==> src/hdl/qbws_pkg.sv <==
// Package for the quadratic Bezier wall sampler.
// Holds widths, request and tile payload types, controller states and the
// command and status structs shared by the controller and the datapath.
package qbws_pkg;

   localparam int COORD_W   = 16;
   localparam int FRAC      = 16;
   localparam int STEP_W    = FRAC + 1;
   localparam int ONE       = 1 << FRAC;
   localparam int SIZE_W    = 10;
   localparam int KEY_W     = 32;
   localparam int MAX_STEPS = 64;
   localparam int CNT_W     = $clog2(MAX_STEPS);
   localparam int NW        = COORD_W + 2 * FRAC + 1;
   localparam int A_W       = COORD_W + 2;
   localparam int B_W       = COORD_W + 1;
   localparam int HSQ_W     = 2 * STEP_W;
   localparam int LIN_W     = STEP_W + 1 + B_W;
   localparam int QA_W      = HSQ_W + 1 + A_W;

   typedef struct packed {
      logic signed [COORD_W-1:0] start_x;
      logic signed [COORD_W-1:0] start_y;
      logic signed [COORD_W-1:0] end_x;
      logic signed [COORD_W-1:0] end_y;
      logic signed [COORD_W-1:0] ctrl_x;
      logic signed [COORD_W-1:0] ctrl_y;
      logic        [SIZE_W-1:0]  thickness;
      logic signed [KEY_W-1:0]   first_key;
      logic        [STEP_W-1:0]  step;
   } req_type;

   typedef struct packed {
      logic signed [COORD_W-1:0] tile_x;
      logic signed [COORD_W-1:0] tile_y;
      logic        [SIZE_W-1:0]  tile_size;
      logic signed [KEY_W-1:0]   tile_key;
      logic                      last;
   } rsp_type;

   typedef enum logic [2:0] {
      ST_IDLE,
      ST_MUL1,
      ST_MUL2,
      ST_INIT,
      ST_RUN
   } state_type;

   typedef struct packed {
      logic load;
      logic setup1;
      logic setup2;
      logic setup3;
      logic step;
   } cmd_type;

   typedef struct packed {
      logic empty;
      logic last;
   } status_type;

endpackage

==> src/hdl/qbws_ctrl.sv <==
// Controller state machine of the quadratic Bezier wall sampler.
// Sequences setup and tile stepping and owns the tile valid flag.
// Depends on qbws_pkg.
module qbws_ctrl import qbws_pkg::*; (
   input  logic       clock,
   input  logic       reset,
   input  logic       req_valid,
   output logic       req_stall,
   output logic       rsp_valid,
   input  logic       rsp_stall,
   input  status_type status,
   output cmd_type    cmd
);

   state_type state_ff, state_in;
   logic      rsp_valid_ff, rsp_valid_in;
   logic      can_emit;

   assign can_emit = !rsp_valid_ff || !rsp_stall;

   always_comb begin
      state_in = state_ff;
      case (state_ff)
         ST_IDLE: begin
            if (req_valid) begin
               state_in = ST_MUL1;
            end
         end
         ST_MUL1: begin
            if (status.empty) begin
               state_in = ST_IDLE;
            end else begin
               state_in = ST_MUL2;
            end
         end
         ST_MUL2: begin
            state_in = ST_INIT;
         end
         ST_INIT: begin
            state_in = ST_RUN;
         end
         ST_RUN: begin
            if (can_emit && status.last) begin
               state_in = ST_IDLE;
            end
         end
         default: begin
            state_in = ST_IDLE;
         end
      endcase
   end

   always_comb begin
      cmd       = '0;
      req_stall = 1'b1;
      case (state_ff)
         ST_IDLE: begin
            req_stall = 1'b0;
            cmd.load  = req_valid;
         end
         ST_MUL1: begin
            cmd.setup1 = 1'b1;
         end
         ST_MUL2: begin
            cmd.setup2 = 1'b1;
         end
         ST_INIT: begin
            cmd.setup3 = 1'b1;
         end
         ST_RUN: begin
            cmd.step = can_emit;
         end
         default: begin
            cmd = '0;
         end
      endcase
   end

   always_comb begin
      if (cmd.step) begin
         rsp_valid_in = 1'b1;
      end else if (rsp_stall) begin
         rsp_valid_in = rsp_valid_ff;
      end else begin
         rsp_valid_in = 1'b0;
      end
   end

   always_ff @(posedge clock) begin
      if (reset) begin
         state_ff     <= ST_IDLE;
         rsp_valid_ff <= 1'b0;
      end else begin
         state_ff     <= state_in;
         rsp_valid_ff <= rsp_valid_in;
      end
   end

   assign rsp_valid = rsp_valid_ff;

`ifndef NO_ASSERTIONS
   a_step_free: assert property (@(posedge clock) disable iff (reset)
      cmd.step |-> (!rsp_valid_ff || !rsp_stall))
      else $error("tile stepped while the output register was held");
   a_load_seq: assert property (@(posedge clock) disable iff (reset)
      cmd.load |=> (state_ff == ST_MUL1))
      else $error("accepted request did not start setup");
   a_last_idle: assert property (@(posedge clock) disable iff (reset)
      (cmd.step && status.last) |=> (state_ff == ST_IDLE && rsp_valid_ff))
      else $error("final tile did not end the request");
   a_run_nonempty: assert property (@(posedge clock) disable iff (reset)
      (state_ff == ST_RUN) |-> !status.empty)
      else $error("stepping a request that has no tiles");
`endif

endmodule

==> config.mk <==
export PLATFORM = sky130hd
export DESIGN_NAME = qbws_ctrl
export DESIGN_NICKNAME = d
export VERILOG_FILES = /design/src/hdl/qbws_pkg.sv /design/src/hdl/qbws_ctrl.sv
export SDC_FILE = /design/constraint.sdc
export NUM_CORES = 1
export LEC_CHECK = 0
export ABC_AREA = 1
export BUFFER_PORTS_ARGS = -buffer_cell sky130_fd_sc_hd__buf_2
export CORE_AREA = 2 2 39 41
export CTS_CLUSTER_SIZE = 28
export DETAILED_ROUTE_END_ITERATION = 6
export DIE_AREA = 0 0 41 43
export GPL_TIMING_DRIVEN = 1
export SLEW_MARGIN = 0
export SYNTH_ARGS = -nofsm -noshare
export SYNTH_HDL_FRONTEND = slang
export SYNTH_SLANG_ARGS = --single-unit
==> constraint.sdc <==
create_clock -name clock -period 1.6 [get_ports clock]
set_input_delay 0.16 -clock clock [delete_from_list [all_inputs] [get_ports clock]]
set_output_delay 0.16 -clock clock [all_outputs]
set_load 0.02 [all_outputs]
---- Word level (Yosys, flattened, before mapping) ----
Cells that the tools add are included.
storage, ports and cells
  bits in registers ....................... 4
  output and inout bits ................... 7
  logic and storage cells ................. 27
operators by class
  eq/ne operators ......................... 7
  muxes and demuxes ....................... 12
  reduce and logical (&&, ||, !) cells .... 6
operator list
  operator            number
  $pmux 3 s5          1
  $mux 1              8
  $eq 3x2->1 const B  2
  $mux 3              2
  $ne 2x2->1 const B  2
  $eq 3x1->1 const B  1
  $eq 3x3->1 const B  1
  $logic_not 3->1     1
  $logic_not 1->1     2
  $mux 2              1
  $ne 2x1->1 const B  1
  $reduce_and 2->1    1
  $logic_and 1x1->1   1
  $logic_or 1x1->1    1

---- Longest topological paths before layout ----
Gate-level depths: netlist of the first run.
  word-level depth ........................ 5
  depth in mapped cells ................... 4
  depth with buffers taken out ............ 4

---- Least setup slack after synthesis of the first run ----
No wires, ideal clock.
  path type ............................... flip-flop to output port
  start ................................... reg state_ff[0]
  end ..................................... out cmd[4] in the netlist's numbering
  arrival ................................. 940 ps
  required time ........................... 1440 ps
  path slack .............................. 500 ps
  cell stages (with the launch flop) ...... 4
  buffers on the path ..................... 0
  cells stage by stage .................... dfxtp_1 -> nor2_1 -> nand2_1 -> nor2_1
RTL lines
  what                    RTL line         RTL
  from (decl)             qbws_ctrl.sv:15  state_type state_ff, state_in;
  from (signal assigned)  qbws_ctrl.sv:94  state_ff <= state_in;
  to (decl)               qbws_ctrl.sv:12  output cmd_type cmd

==> impl_metrics.csv, run 1 <==
group,metric,value,unit
run_status,status,"complete, no violations",
global_routing,grt_pass1_wl,572,um
floorplan,initial_utilization,14.7,%
global_routing,antenna_found_initial,0,
placement,dpl.hpwl,368,um
global_routing,grt_pass1_vias,191,
yosys,ys_warn_count,0,
cts,cts_buffer_depth,2,
timing,tns,0,ps
cts,cts_setup_buffers,0,
timing,timing.hold.ws,140,ps
placement,gp_congestion,0.585,
final_layout,syn_to_final_growth,42.9,%
yosys,yosysTopAreaCell,"dfxtp_1",
floorplan,core,1380,um2
setup_path,cp-start-kind,"flop",
timing,max_freq,820,MHz
power,pwr_density_cell,920,nW/um2
timing,rsz0062_at_grt,"false",
final_layout,stdcell_area,292,um2
route,drtIter0Drc,4,
floorplan,io_pins,13,
global_routing,grt_usage,5.33,%
floorplan,die_w,41,um
final_layout,final_nets,52,
timing,setup_viol,0,
placement,port_buffers,12,
cts,clockRootBuffer,"clkbuf_4",
setup_path,worst_ep_required_time,1440,ps
route,via_count,230,
setup_path,worstPathArrival,1060,ps
cts,path_clk_slew,30,ps
final_layout,fin_cells,60,
power,p_leak,0.166,nW
floorplan,die_area,1760,um2
timing,slew_violations,0,
timing,slew_headroom,88.7,%
yosys,syn-instance-count,31,
final_layout,mostFrequentLayoutCells,"buf_2, inv_1, nand2_1",
timing,skew,0.584,ps
timing,period_needed,1220,ps
route,vias_per_cell,3.83,
timing,hold_violations,0,
cts,postCtsHoldBufs,0,
global_routing,global_route.overflow_total,0,
placement,placed_cells,57,
route,wire_per_inst,6.45,um
yosys,synth.avg_cell_area,6.58,um2
cts,clk_latency,220,ps
timing,worstMarginPinSlew,169,ps
route,routed_wl,387,um
setup_path,critPathMaxFanout,5,
route,ant_nets,0,
cts,h-tree-depth,1,
cts,post_cts_resized,0,
yosys,synth_top_cell_area_share,39.3,%
global_routing,grt_max_degree,7,
yosys,ys_seq_area_share,39.3,%
yosys,synth_cell_types,10,
worst_hold_path,min_path_type,"in2reg",
route,drc_errors,0,
cts,cts_buffers,3,
final_layout,drive_gt1_share,34.1,%
power,vdd_drop_max,0.000242,V
yosys,synth.top_cells.by_area,"dfxtp_1, inv_1, a21oi_1, nand2_1, buf_4",
floorplan,row_count,14,
setup_path,endpoint_kind,"primary output",
placement,dpl_cell_area,269,um2
flow_run,maxCapViolCount,0,
cts,cts_tree,"built",
setup_path,worstSetupPathType,"reg2out",
cts,cts_sinks,4,
final_layout,n_antenna_cell,0,
floorplan,die_h,43,um
yosys,yosys_register_bits,4,
yosys,syn-cell-area,204,um2
final_layout,final_common_cell,"buf_2",
route,firstDrtPassIters,3,
yosys,synth_nets,37,
timing,fin_crit_sh,76.2,%
critical path, cell delays in order, from the launching register on:
cell,delay (ps)
dfxtp_1,330
nor2_1,150
nand2_1,80
a21oi_1,110
buf_2,170
power breakdown:
| part | internal [mW] | switching [mW] | total [mW] |
|---|---|---|---|
| registers | 0.104 | 0.00423 | 0.108 |
| clock network | 0.0832 | 0.0320 | 0.115 |
| logic | 0.0174 | 0.0273 | 0.0447 |
| total | 0.205 | 0.0636 | 0.268 |
path summary, 6_finish.rpt:
path,startpoint,to,slack [ps],cells after the start
max,state_ff[0]$_SDFFE_PP0P_,cmd[0],380,4
min,reset,rsp_valid$_SDFFE_PP0P_,140,2
max reg2reg,state_ff[0]$_SDFFE_PP0P_,state_ff[1]$_SDFFE_PP0P_,840,3
min reg2reg,rsp_valid$_SDFFE_PP0P_,rsp_valid$_SDFFE_PP0P_,480,2
state kept, by name (all words and copies together) (netlist names):
name / flops
state_ff: 3
rsp_valid: 1
synthesized netlist by cell type, drive strengths merged:
| cell | n |
|---|---|
| a21oi | 4 |
| buf | 2 |
| dfxtp | 4 |
| inv | 7 |
| nand2 | 5 |
| nand3 | 2 |
| nand4 | 1 |
| nor2 | 4 |
| nor3 | 1 |
| o211ai | 1 |
area by class of cell:
| class | instances | area [um2] |
|---|---|---|
| Fill cell | 166 | 1090 |
| Multi-Input combinational cell | 18 | 82.6 |
| Sequential cell | 4 | 80.1 |
| Timing Repair Buffer | 12 | 60.1 |
| Inverter | 7 | 26.3 |
| Clock buffer | 3 | 22.5 |
| Tap cell | 16 | 20.0 |
routing by layer:
metal | global-route usage (%) | vias to the layer above | part of all wire [%]
met5 | 0 | - | 0
met4 | 6.00 | 0 | 0
met3 | 3.14 | 0 | 8.5
met2 | 8.13 | 4 | 58
met1 | 3.87 | 102 | 33
li1 | - | 124 | -
cell families (layout without fill, tap and decap cells):
kind of cell,count (synthesis),in the layout,synth area share [%]
compound gates,5,5,13.5
buf+inv,9,22,20.2
flops,4,4,39.3
simple gates,13,13,27.0
metrics by stage:
stage / total power, mW / setup slack [ps] / utilization [%]
2_1_floorplan: 0.138 / 500 / -
3_3_place_gp: 0.155 / 598 / 19.4
3_5_place_dp: 0.156 / 603 / 19.4
4_1_cts: 0.274 / 365 / 21.1
5_1_grt: 0.285 / 270 / 21.1
6_report: 0.268 / 381 / 21.1
Note: power is estimated with default switching activity, not from simulation.
==> inputs of run 2 (changes only) <==
- ABC_AREA: 1 -> 0
- clock period: 1.6 -> 1.14 ns (I/O delays scaled with it)
==> impl_metrics.csv, run 2 <==
group,metric,value,unit
timing,rsz0062_at_grt,"true",
final_layout,regMostFlops,"state_ff",
yosys,synth.avg_cell_area,9.18,um2
global_routing,grt_usage,9.84,%
yosys,yosys.area_share.simple,35.2,%
yosys,yosysTopAreaCell,"dfxtp_1",
cts,clockRootBuffer,"clkbuf_4",
cts,cts_buffers,3,
final_layout,final_common_cell,"buf_4",
route,drc_errors,0,
yosys,synth_edf_count,0,
floorplan,io_pins,13,
power,p_leak,0.214,nW
final_layout,drive_gt1_share,76.1,%
route,vias_per_cell,4.32,
yosys,ys_seq_area_share,36.4,%
final_layout,n_antenna_cell,0,
power,fin_total_pwr,0.447,mW
floorplan,die_w,41,um
placement,gp_congestion,0.726,
placement,placed_cells,54,
yosys,synth_nets,30,
setup_path,endpoint_kind,"primary output",
yosys,synthArstFlopShare,0,%
power,pwr_density_cell,993,nW/um2
floorplan,die_area,1760,um2
timing,slew_headroom,81.7,%
route,routed_wl,699,um
setup_path,worstPathArrival,1220,ps
final_layout,fin_cells,62,
timing,setup_viol,7,
yosys,syn-cell-area,220,um2
final_layout,n_fill_cell,144,
final_layout,mostFrequentLayoutCells,"buf_4, buf_2, buf_6",
yosys,synth.top_cells.by_area,"dfxtp_1, buf_4, nor3b_1, o2bb2ai_2, a21oi_1",
timing,setup_ws,-197,ps
setup_path,cp-start-kind,"flop",
final_layout,final-seq-area,83.8,um2
timing,tns,-753,ps
final_layout,final_nets,54,
placement,pre_cts_ws,-21.1,ps
placement,port_buffers,12,
timing,worstMarginPinSlew,272,ps
route,drtIter0Drc,7,
cts,path_clk_slew,40,ps
route,ant_nets,0,
yosys,yosys_register_bits,4,
floorplan,initial_utilization,15.9,%
yosys,synthMuxAreaShare,0,%
yosys,ys_warn_count,0,
cts,cts_sinks,4,
final_layout,largest_reg_flops,3,
yosys,synth-adder-area-share,0,%
final_layout,multi_input_area,151,um2
floorplan,core,1380,um2
flow_run,maxCapViolCount,0,
timing,hold_violations,0,
setup_path,worstSetupPathType,"reg2out",
yosys,synth_cell_types,16,
route,via_count,268,
global_routing,global_route.overflow_total,0,
route,wire_per_inst,11.3,um
cts,postCtsHoldBufs,0,
placement,dpl.hpwl,418,um
floorplan,die_h,43,um
worst_hold_path,min_path_type,"in2reg",
global_routing,antenna_found_initial,0,
yosys,synthXorXnorAreaFrac,0,%
timing,max_freq,748,MHz
route,firstDrtPassIters,4,
final_layout,syn_to_final_growth,105,%
timing,fin_crit_sh,117,%
setup_path,worst_ep_required_time,1030,ps
setup_path,crit_chain,"or3b_4, a21oi_2, buf_6",
yosys,synth_flop_cell,"dfxtp_1",
timing,skew,6.55,ps
power,vdd_drop_max,0.000336,V
setup_path,slowest_stage,"or3b_4",
cts,clk_latency,240,ps
timing,period_needed,1340,ps
yosys,synth_top_family_by_area,"simple AND/OR/NAND/NOR gates",
setup_path,critical_path.max_stage_delay,400,ps
yosys,synth-compound-area-share,18.2,%
cts,cts_tree,"built",
yosys,synth.most_common_cell,"dfxtp_1",
yosys,syn-instance-count,24,
run_status,violations,"negative setup slack",
global_routing,grt_pass1_wl,1100,um
global_routing,grt_pass1_vias,270,
floorplan,row_count,14,
cts,h-tree-depth,1,
run_status,status,"finished with violations",
cts,cts_buffer_depth,2,
setup_path,critPathMaxFanout,5,
yosys,synth_top_cell_area_share,36.4,%
global_routing,grt_max_degree,6,
timing,slew_violations,0,
[run 2: area by class of cell]
type | count | share of cell area, %
Timing Repair Buffer | 21 | 36.7
Inverter | 2 | 1.67
Sequential cell | 4 | 18.6
Clock buffer | 3 | 5.00
Tap cell | 16 | 4.44
Multi-Input combinational cell | 16 | 33.6
[run 2: cell families after synthesis]
kind of cell	count (synthesis)
AND/OR/NAND/NOR	11
AO/OA/AOI/OAI	5
flip-flops	4
buffers and inverters	4
[run 2: what timing repair did]
item	CTS	global route
hold endpoints to repair	0	0
gates resized for setup	18	3
buffers inserted	4	1
pin swaps	5	0
setup endpoints to repair	6	7
[run 2: critical path: cells and delay by family (launching register included)]
kind                   cells  cell delay, ps
AO/OA/AOI/OAI              1             120
buffers and inverters      1             130
flip-flops                 1             330
AND/OR/NAND/NOR            1             400
[run 2: report_power, final]
| part | internal (mW) | leakage (nW) | switching (mW) | total (mW) |
|---|---|---|---|---|
| Clock | 0.118 | 0.0138 | 0.0657 | 0.184 |
| Combinational | 0.0601 | 0.166 | 0.0497 | 0.110 |
| Sequential | 0.147 | 0.0338 | 0.00658 | 0.153 |
[run 2: metrics by stage]
step / utilization (%) / hold slack [ps] / area, um2
global route: 32.5 / 92.7 / 450
CTS: 30.9 / 79.7 / 428
global placement: 23.3 / 338 / 323
floorplan: - / 183 / 228
finish: 32.5 / 86.2 / 450
detailed placement: 23.3 / 336 / 323
[run 2: worst paths after layout]
kind,from,end,slack (ps),cells past startpoint
max reg2reg,state_ff[1]$_SDFFE_PP0P_,state_ff[1]$_SDFFE_PP0P_,-130,6
max,state_ff[1]$_SDFFE_PP0P_,cmd[0],-200,3
min reg2reg,rsp_valid$_SDFFE_PP0P_,rsp_valid$_SDFFE_PP0P_,490,2
min,reset,state_ff[0]$_SDFFE_PP0P_,90,2
[run 2: layer usage]
metal,up-vias,track usage [%],routed length [um]
li1,131,-,-
met3,0,7.85,65
met1,123,10.9,292
met4,0,2.00,0
met2,14,14.4,341
met5,-,0,0
==> inputs of run 3 (changes only) <==
--- a/config.mk
+++ b/config.mk
@@ -9,8 +9,10 @@
 export BUFFER_PORTS_ARGS = -buffer_cell sky130_fd_sc_hd__buf_2
 export CORE_AREA = 2 2 39 41
+export CTS_CLUSTER_DIAMETER = 50
 export CTS_CLUSTER_SIZE = 28
 export DETAILED_ROUTE_END_ITERATION = 6
 export DIE_AREA = 0 0 41 43
 export GPL_TIMING_DRIVEN = 1
+export HOLD_SLACK_MARGIN = 0.15
 export SLEW_MARGIN = 0
 export SYNTH_ARGS = -nofsm -noshare
==> constraint.sdc (replaced) <==
create_clock -name clock -period 1.14 [get_ports clock]
set_input_delay 0.057 -clock clock [delete_from_list [all_inputs] [get_ports clock]]
set_output_delay 0.057 -clock clock [all_outputs]
set_load 0.02 [all_outputs]
==> impl_metrics.csv, run 3 (same netlist as run 2, synthesis figures left out) <==
group,metric,value,unit
setup_path,critPathMaxFanout,4,
floorplan,row_count,14,
power,p_leak,0.225,nW
route,via_count,289,
route,drc_errors,0,
final_layout,multi_input_area,151,um2
timing,tns,-512,ps
floorplan,initial_utilization,15.9,%
setup_path,cp-start-kind,"flop",
placement,port_buffers,12,
placement,placed_cells,53,
route,ant_nets,0,
timing,skew,2.11,ps
route,firstDrtPassIters,4,
timing,hold_violations,0,
timing,fin_crit_sh,113,%
route,vias_per_cell,4.45,
global_routing,antenna_found_initial,0,
worst_hold_path,whs_endpoint,"state_ff[2]$_SDFFE_PP0P_",
timing,worstMarginPinSlew,251,ps
setup_path,worstSetupPathType,"reg2out",
run_status,status,"finished with violations",
cts,cts_buffer_depth,2,
final_layout,mostFrequentLayoutCells,"buf_6, buf_2, dlygate4sd3_1, buf_4",
cts,h-tree-depth,1,
setup_path,reg2reg_to,"state_ff[1]$_SDFFE_PP0P_",
final_layout,final_common_cell,"buf_6",
route,routed_wl,718,um
final_layout,syn_to_final_growth,124,%
placement,pre_cts_ws,13.4,ps
timing,rsz0062_at_grt,"true",
final_layout,final-seq-area,83.8,um2
final_layout,fin_cells,65,
setup_path,r2r-start,"state_ff[1]$_SDFFE_PP0P_",
run_status,violations,"negative setup slack",
final_layout,stdcell_area,493,um2
setup_path,endpoint_kind,"primary output",
cts,clockRootBuffer,"clkbuf_4",
cts,clk_latency,240,ps
cts,cts_tree,"built",
global_routing,grt_max_degree,6,
global_routing,global_route.overflow_total,0,
placement,dpl.hpwl,421,um
final_layout,drive_gt1_share,67.3,%
timing,max_freq,779,MHz
timing,slew_violations,0,
timing,slew_headroom,83.0,%
final_layout,n_antenna_cell,0,
route,drtIter0Drc,6,
global_routing,grt_pass1_wl,1060,um
timing,period_needed,1280,ps
worst_hold_path,hold-path-cell-count,3,
power,fin_total_pwr,0.457,mW
final_layout,regMostFlops,"state_ff",
final_layout,n_fill_cell,148,
floorplan,die_w,41,um
worst_hold_path,worstHoldStart,"status[0]",
timing,setup_viol,7,
floorplan,io_pins,13,
power,pwr_density_cell,927,nW/um2
placement,gp_congestion,0.716,
cts,cts_sinks,4,
flow_run,maxCapViolCount,0,
cts,cts_buffers,3,
final_layout,largest_reg_flops,3,
floorplan,core,1380,um2
setup_path,worstPathArrival,1230,ps
final_layout,final_core_util,35.6,%
global_routing,grt_usage,9.54,%
floorplan,die_h,43,um
setup_path,worst_ep_required_time,1080,ps
global_routing,grt_pass1_vias,281,
timing,timing.hold.ws,191,ps
setup_path,r2r_cells,5,
cts,path_clk_slew,40,ps
worst_hold_path,min_path_type,"in2reg",
placement,dpl_cell_area,315,um2
power,vdd_drop_max,0.000468,V
setup_path,r2r_slack,0,ps
floorplan,die_area,1760,um2
final_layout,final_nets,57,
route,wire_per_inst,11.0,um
timing,setup_ws,-144,ps
## run 3: final cells by class
type | instances | share of cell area (%)
clock buffer | 3 | 4.57
inverter | 2 | 1.52
tap | 16 | 4.06
sequential | 4 | 17.0
timing repair buffer | 24 | 42.1
multi-input combinational | 16 | 30.7
## run 3: critical path: stages, from the launching register on
cell and delay (ps):
dfxtp_2 330, or3b_4 400, a21oi_2 120, buf_6 130
## run 3: per-layer routing
layer	share of wire, %	GRT usage [%]	wire (um)	up-vias
met5	0	0	0	-
met4	2.4	6.00	17	0
met3	7.9	6.28	57	4
met2	53	16.3	379	14
met1	37	7.07	264	135
li1	-	-	-	136
## run 3: worst max-delay path by stage
stage	start	endpoint	slack, ps	cells past startpoint
4_1_cts	state_ff[2]$_SDFFE_PP0P_	cmd[0]	-140	3
5_1_grt	state_ff[1]$_SDFFE_PP0P_	cmd[0]	-190	3
6_report	state_ff[1]$_SDFFE_PP0P_	cmd[0]	-140	3
3_5_place_dp	state_ff[0]$_SDFFE_PP0P_	cmd[4]	10	3
3_3_place_gp	state_ff[0]$_SDFFE_PP0P_	cmd[4]	50	3
2_1_floorplan	state_ff[0]$_SDFFE_PP0P_	cmd[4]	-50	2
## run 3: power breakdown
part           leakage (nW)  total, mW  switching [mW]  internal, mW
registers            0.0338      0.153         0.00580         0.147
clock network        0.0138      0.179          0.0614         0.118
logic                 0.177      0.125          0.0536        0.0713
total                 0.225      0.457           0.121         0.336
## run 3: timing repair
action / in CTS / in global routing
setup buffers: 3 / 1
pin swaps: 2 / 1
hold buffers: 4 / 2
gates resized for setup: 18 / 5
hold endpoints to repair: 4 / 2
endpoints found under the setup margin: 6 / 8
